`config.mk`:
```
export PLATFORM = sky130hd
export DESIGN_NAME = c2dmac_ctl
export DESIGN_NICKNAME = d
export VERILOG_FILES = /design/src/hw/rtl/c2dmac_pkg.sv /design/src/hw/rtl/c2dmac_ctl.sv
export SDC_FILE = /design/constraint.sdc
export NUM_CORES = 1
export LEC_CHECK = 0
export ABC_AREA = 1
export BUFFER_PORTS_ARGS = -buffer_cell sky130_fd_sc_hd__buf_2
export CAP_MARGIN = 20
export CORE_UTILIZATION = 50
export DETAILED_ROUTE_END_ITERATION = 8
export PLACE_DENSITY = 0.73
export SETUP_SLACK_MARGIN = 0.2
export SYNTH_ARGS = -nofsm -noshare
export SYNTH_HDL_FRONTEND = slang
export SYNTH_SLANG_ARGS = --single-unit
```
`constraint.sdc`:
```
create_clock -name clk -period 3.4 [get_ports clk]
set_input_delay 0.17 -clock clk [delete_from_list [all_inputs] [get_ports clk]]
set_output_delay 0.17 -clock clk [all_outputs]
set_load 0.01 [all_outputs]
```
`src/hw/rtl/c2dmac_pkg.sv`:
```
package c2dmac_pkg;

	localparam int MAX_WIDTH_DEF  = 1024;
	localparam int MAX_KERNEL_DEF = 7;
	localparam int MAX_HEIGHT     = 1024;

	localparam int SAMPLE_BITS   = 16;
	localparam int SUM_BITS      = 38;
	localparam int ROW_BITS      = 10;
	localparam int COL_OUT_BITS  = 10;
	localparam int DIM_BITS      = 11;
	localparam int KDIM_BITS     = 3;
	localparam int CIDX_BITS     = 6;
	localparam int CFG_IDX_BITS  = 2;
	localparam int CFG_DATA_BITS = 11;

	typedef enum logic [CFG_IDX_BITS-1:0] {
		CFG_IMG_WIDTH   = 2'd0,
		CFG_IMG_HEIGHT  = 2'd1,
		CFG_KERN_WIDTH  = 2'd2,
		CFG_KERN_HEIGHT = 2'd3
	} cfg_reg_t;

	typedef enum logic [0:0] {
		OP_COEF  = 1'b0,
		OP_PIXEL = 1'b1
	} op_t;

	typedef struct packed {
		logic coef_wr;
		logic pix_wr;
		logic init;
		logic issue;
		logic next_row;
		logic load_out;
	} cmd_t;

	typedef struct packed {
		logic                 emit;
		logic                 busy;
		logic                 out_blocked;
		logic [KDIM_BITS-1:0] kw;
		logic [KDIM_BITS-1:0] kh;
	} stat_t;

endpackage

```
`src/hw/rtl/c2dmac_ctl.sv`:
```
module c2dmac_ctl (
	input  logic               clk,
	input  logic               arst_n,
	input  logic               in_valid,
	input  logic               in_op,
	output logic               in_ready,
	input  c2dmac_pkg::stat_t  stat,
	output c2dmac_pkg::cmd_t   cmd
);

	typedef enum logic [3:0] {
		S_IDLE  = 4'b0001,
		S_RUN   = 4'b0010,
		S_FLUSH = 4'b0100,
		S_HOLD  = 4'b1000
	} state_t;

	state_t state_q, state_nxt;
	logic [c2dmac_pkg::KDIM_BITS-1:0] ki_q, kj_q;
	logic row_end, win_end;

	assign row_end = (kj_q == stat.kw - 3'd1);
	assign win_end = (ki_q == stat.kh - 3'd1);

	always_comb begin
		cmd       = '0;
		in_ready  = (state_q == S_IDLE);
		state_nxt = state_q;
		case (state_q)
			S_IDLE: begin
				if (in_valid) begin
					if (c2dmac_pkg::op_t'(in_op) == c2dmac_pkg::OP_PIXEL) begin
						cmd.pix_wr = 1'b1;
						if (stat.emit) begin
							cmd.init  = 1'b1;
							state_nxt = S_RUN;
						end
					end else begin
						cmd.coef_wr = 1'b1;
					end
				end
			end
			S_RUN: begin
				cmd.issue = 1'b1;
				if (row_end) begin
					cmd.next_row = 1'b1;
					if (win_end)
						state_nxt = S_FLUSH;
				end
			end
			S_FLUSH: begin
				if (!stat.busy)
					state_nxt = S_HOLD;
			end
			S_HOLD: begin
				// wait for the output register to free up
				if (!stat.out_blocked) begin
					cmd.load_out = 1'b1;
					state_nxt    = S_IDLE;
				end
			end
			default: state_nxt = S_IDLE;
		endcase
	end

	always_ff @(posedge clk or negedge arst_n) begin
		if (!arst_n) begin
			state_q <= S_IDLE;
			ki_q    <= '0;
			kj_q    <= '0;
		end else begin
			state_q <= state_nxt;
			if (cmd.init) begin
				ki_q <= '0;
				kj_q <= '0;
			end else if (cmd.issue) begin
				if (cmd.next_row) begin
					kj_q <= '0;
					ki_q <= ki_q + 3'd1;
				end else begin
					kj_q <= kj_q + 3'd1;
				end
			end
		end
	end

	a_emit_runs: assert property (@(posedge clk) disable iff (!arst_n)
		cmd.init |=> state_q == S_RUN)
		else $error("window start did not enter the MAC run");

	a_last_tap_flush: assert property (@(posedge clk) disable iff (!arst_n)
		(state_q == S_RUN && row_end && win_end) |=> state_q == S_FLUSH)
		else $error("last tap did not end the run");

	a_drain_hold: assert property (@(posedge clk) disable iff (!arst_n)
		(state_q == S_FLUSH && !stat.busy) |=> state_q == S_HOLD)
		else $error("drained pipeline did not move to hold");

endmodule

```
; Word-level counts from Yosys, hierarchy flattened
; Index checks and enable logic that the tools add are counted.
[classes]
mux = 23
n_eq_ne = 13
add_sub_neg = 4
n_reduce_logical = 4
[ops]
columns = cell, n
row1 = $mux 4, 7
row2 = $mux 3, 8
row3 = $pmux 4 s4, 1
row4 = $ne 2x2->1 const B, 6
row5 = $reduce_and 7->1, 1
row6 = $add 3x1->3 const B, 2
row7 = $eq 3x3->1, 2
row8 = $sub 3x1->3 const B, 2
row9 = $mux 1, 5
row10 = $eq 4x1->1 const B, 1
row11 = $eq 4x2->1 const B, 1
row12 = $eq 4x3->1 const B, 1
row13 = $eq 4x4->1 const B, 1
row14 = $mux 2, 2
row15 = $reduce_bool 2->1, 2
row16 = $ne 2x1->1 const B, 1
row17 = $reduce_and 2->1, 1
[totals]
reg_bits = 10
elab_cells = 47

; Longest topological paths before layout
[depth]
ltp_word = 7
ltp_mapped = 11

; Worst setup path before layout
; No wires, ideal clock.
[synth_timing]
kind = register -> register
startpoint = register state_q[0]
endpoint = register ki_q[0] (netlist bit)
n_path_buf = 0
period_less_slack_ns = 1.448
path_slack_ns = 1.952
stages_incl_launch_ff = 8
t_arrival_ns = 1.322
path_cell_list = dfstp_2 inv_1 nor2_1 nand2_1 nor2_1 inv_1 nand2_1 o21ai_0
[synth_lines]
columns = item, line
row1 = from (decl), c2dmac_ctl.sv:18  ; state_t state_q, state_nxt;
row2 = from (signal assigned), c2dmac_ctl.sv:72  ; state_q <= state_nxt;
row3 = to (signal assigned), c2dmac_ctl.sv:79  ; ki_q <= ki_q + 3'd1;
row4 = to (decl), c2dmac_ctl.sv:19  ; logic [c2dmac_pkg::KDIM_BITS-1:0] ki_q, kj_q;

==> metrics.md <==
| Metric | Value |
|---|---|
| Setup TNS | 0 ns |
| Crit path required time | 3.23 ns |
| Commonest non-fill, non-tap cell in the layout | nand2_1 |
| Worst Tran Pin Value | 0.343 ns |
| Num CTS Buffers | 3 |
| Crit start category | flop |
| Max Slew Vio Count | 0 |
| Netlist cell types | 15 |
| Synth Register Bits | 10 |
| Most frequent cell on the critical path | inv_2 |
| # nets final | 153 |
| Design Area, Final | 901 um2 |
| WP buf/inv | 3 |
| Post-layout min period | 1.78 ns |
| Final hold vios | 0 |
| Post-CTS Setup Bufs | 0 |
| Critical Path AT | 1.61 ns |
| Area post-placement | 855 um2 |
| Core area | 1330 um2 |
| Hold Crit Class | in -> reg |
| Clk sinks | 10 |
| Detail Route Antenna Nets | 0 |
| Overflow left after global routing | 0 |
| Vias/cell | 4.92 |
| Post-CTS resize count | 0 |
| Top-Level Pins | 20 |
| Clock Skew | 0.00580 ns |
| Clock power frac | 0.198 |
| Cells after Synth | 111 |
| Register area share after synthesis | 0.340 |
| Synth Cell Area | 741 um2 |
| Slack of the critical path | 1.62 ns |
| Most frequent cells in the layout | nand2_1 (34), inv_1 (22), buf_2 (19) |
| # DRC | 0 |
| Total die area | 1640 um2 |
| Die width | 40.5 um |
| # rows | 13 |
| Vias in the first global route | 603 |
| Final-report setup violation count | 0 |
| Cell Int Power | 323 uW |
| RSZ-0062 raised after global routing | false |
| Place WS | 1.91 ns |
| PortBufs | 19 |
| Top achievable clock speed | 0.562 GHz |
| Critical Path Sink Type | output pin |
| Antenna Cells | 0 |
| Net Sw Frac | 0.425 |
| CTS root buf | clkbuf_4 |
| Post-layout util | 0.675 |
| CTS tree | yes |
| Total nets after synthesis | 128 |
| P_sw | 239 uW |
| CP peak stage delay | 0.42 ns |
| Critical-path top delay cell | dfrtp_1 |
| Syn_area_per_cell | 6.67 um2 |
| Outcome | finished clean |
| Global-route wire length before repair | 2340 um |
| Area occupied by multi-input gates | 399 um2 |
| GRT Util Overall | 0.222 |
| 1st-iter DRT viols | 21 |
| DPL Wire Length | 1270 um |
| Worst Path Max Fanout | 9 |
| Wire per inst | 10.2 um |
| Combinational Power Share | 0.438 |
| Synthesis Warnings | 0 |
| Largest net degree at the start of global routing | 11 |
| Clk pin slew, worst setup/hold paths | 0.07 ns |
| Drt first pass iters | 4 |
| Crit-path cells | nor2_2, inv_2, nor3_4, inv_2, nor2_4, buf_2 |
| Critical path class | reg -> out |
| FF-to-FF setup slack | 1.91 ns |
| Pwr Density | 624 nW/um2 |
| Max-slew headroom | 0.771 |
| Syn-to-layout area delta | 21.6% |
| Max Buffers Root-to-Sink | 2 |
| Crit-path leading delay family | simple AND/OR/NAND/NOR gates |
| Detailed-route wire length | 1530 um |
| Clock latency at the later pin of the worst-skew pair | 0.28 ns |
| Layout cells sized above 1 | 0.215 |
| Via count | 738 |
| Register share of total power | 0.364 |
| Initial antenna violation count | 0 |
| Lkg Pwr | 0.547 nW |
| Number of max-cap violations | 0 |
| Fin crit share | 0.524 |
| CTS HTree Levels | 1 |
| Initial Util | 0.555 |
| Maximum vdd drop | 0.369 mV |
| Fillers | 127 |
| RD Place Congestion | 0.736 |
| Storage cell area | 251 um2 |
| Die height | 40.5 um |
-- final cells by class --
type | instances | area share
clock buffers | 4 | 0.0403
inverters | 24 | 0.100
multi-input cells | 77 | 0.443
flip-flops and latches | 10 | 0.279
well taps | 15 | 0.0208
repair buffers | 20 | 0.117
-- power groups by stage --
stage	sequential (mW)	combinational, mW	clock, mW
finish	0.204	0.246	0.112
global route	0.211	0.288	0.118
CTS	0.205	0.246	0.115
detailed placement	0.207	0.244	0
global placement	0.206	0.241	0
floorplan	0.198	0.187	0
-- routing by layer --
metal	global-route usage	vias up	part of all wire
met4	0.0750	0	0.0098
met2	0.385	13	0.49
li1	-	391	-
met1	0.244	332	0.45
met5	0	-	0
met3	0.0833	2	0.046
-- cells in the mapped netlist --
cell | number | area share
nor3_4 | 1 | 0.022
nand3_1 | 12 | 0.081
inv_1 | 22 | 0.11
nor2_2 | 1 | 0.0085
xnor2_1 | 2 | 0.024
nor2_1 | 11 | 0.056
dfrtp_1 | 9 | 0.30
nand4_1 | 5 | 0.042
o21ai_0 | 4 | 0.027
nor2_4 | 1 | 0.015
nand2_1 | 34 | 0.17
inv_2 | 2 | 0.010
dfstp_2 | 1 | 0.035
xor2_1 | 2 | 0.024
ha_1 | 4 | 0.068
-- worst paths after layout --
kind                                         from                endpoint  cells after the start
max in group asynchronous                  arst_n  state_q[0]$_DFFE_PN1P_                      2
setup / recovery           state_q[3]$_DFFE_PN0P_                  cmd[1]                      6
min in group asynchronous                  arst_n  state_q[1]$_DFFE_PN0P_                      2
hold reg to reg               kj_q[0]$_DFFE_PN0P_     kj_q[0]$_DFFE_PN0P_                      1
setup reg to reg           state_q[0]$_DFFE_PN1P_     ki_q[0]$_DFFE_PN0P_                      7
hold / removal                            stat[7]  state_q[2]$_DFFE_PN0P_                      5
-- cells by family (layout without fill, tap and decap cells) --
kind of cell | count (synthesis) | count (layout) | synth area share
buf+inv | 24 | 48 | 0.122
fa+ha+maj | 4 | 4 | 0.0676
xor+xnor | 4 | 4 | 0.0473
simple gates | 65 | 65 | 0.397
compound gates | 4 | 4 | 0.0270
flops | 10 | 10 | 0.340
-- per-stage QoR --
stage / hold WS, ns / instances / total power [mW]
after detailed placement: 0.0434 / 145 / 0.451
after CTS: 0.185 / 150 / 0.566
after global routing: 0.196 / 150 / 0.617
after global placement: 0.0403 / 145 / 0.447
final: 0.191 / 150 / 0.562
after floorplan: -0.126 / 111 / 0.385
-- registers in the layout, indices dropped and copies added, names as in the netlist --
register / count
state_q: 4
ki_q: 3
kj_q: 3
-- worst min-delay path: stages --
cell and delay (ns):
buf_2 0.09, inv_1 0.04, nor2_1 0.04, inv_1 0.04, nand2_1 0.04
-- what timing repair did --
action	4_1_cts	5_1_grt
hold buffers	1	0
hold endpoints to repair	10	0
setup endpoints to repair	0	0
Note: power is estimated with default switching activity, not from simulation.
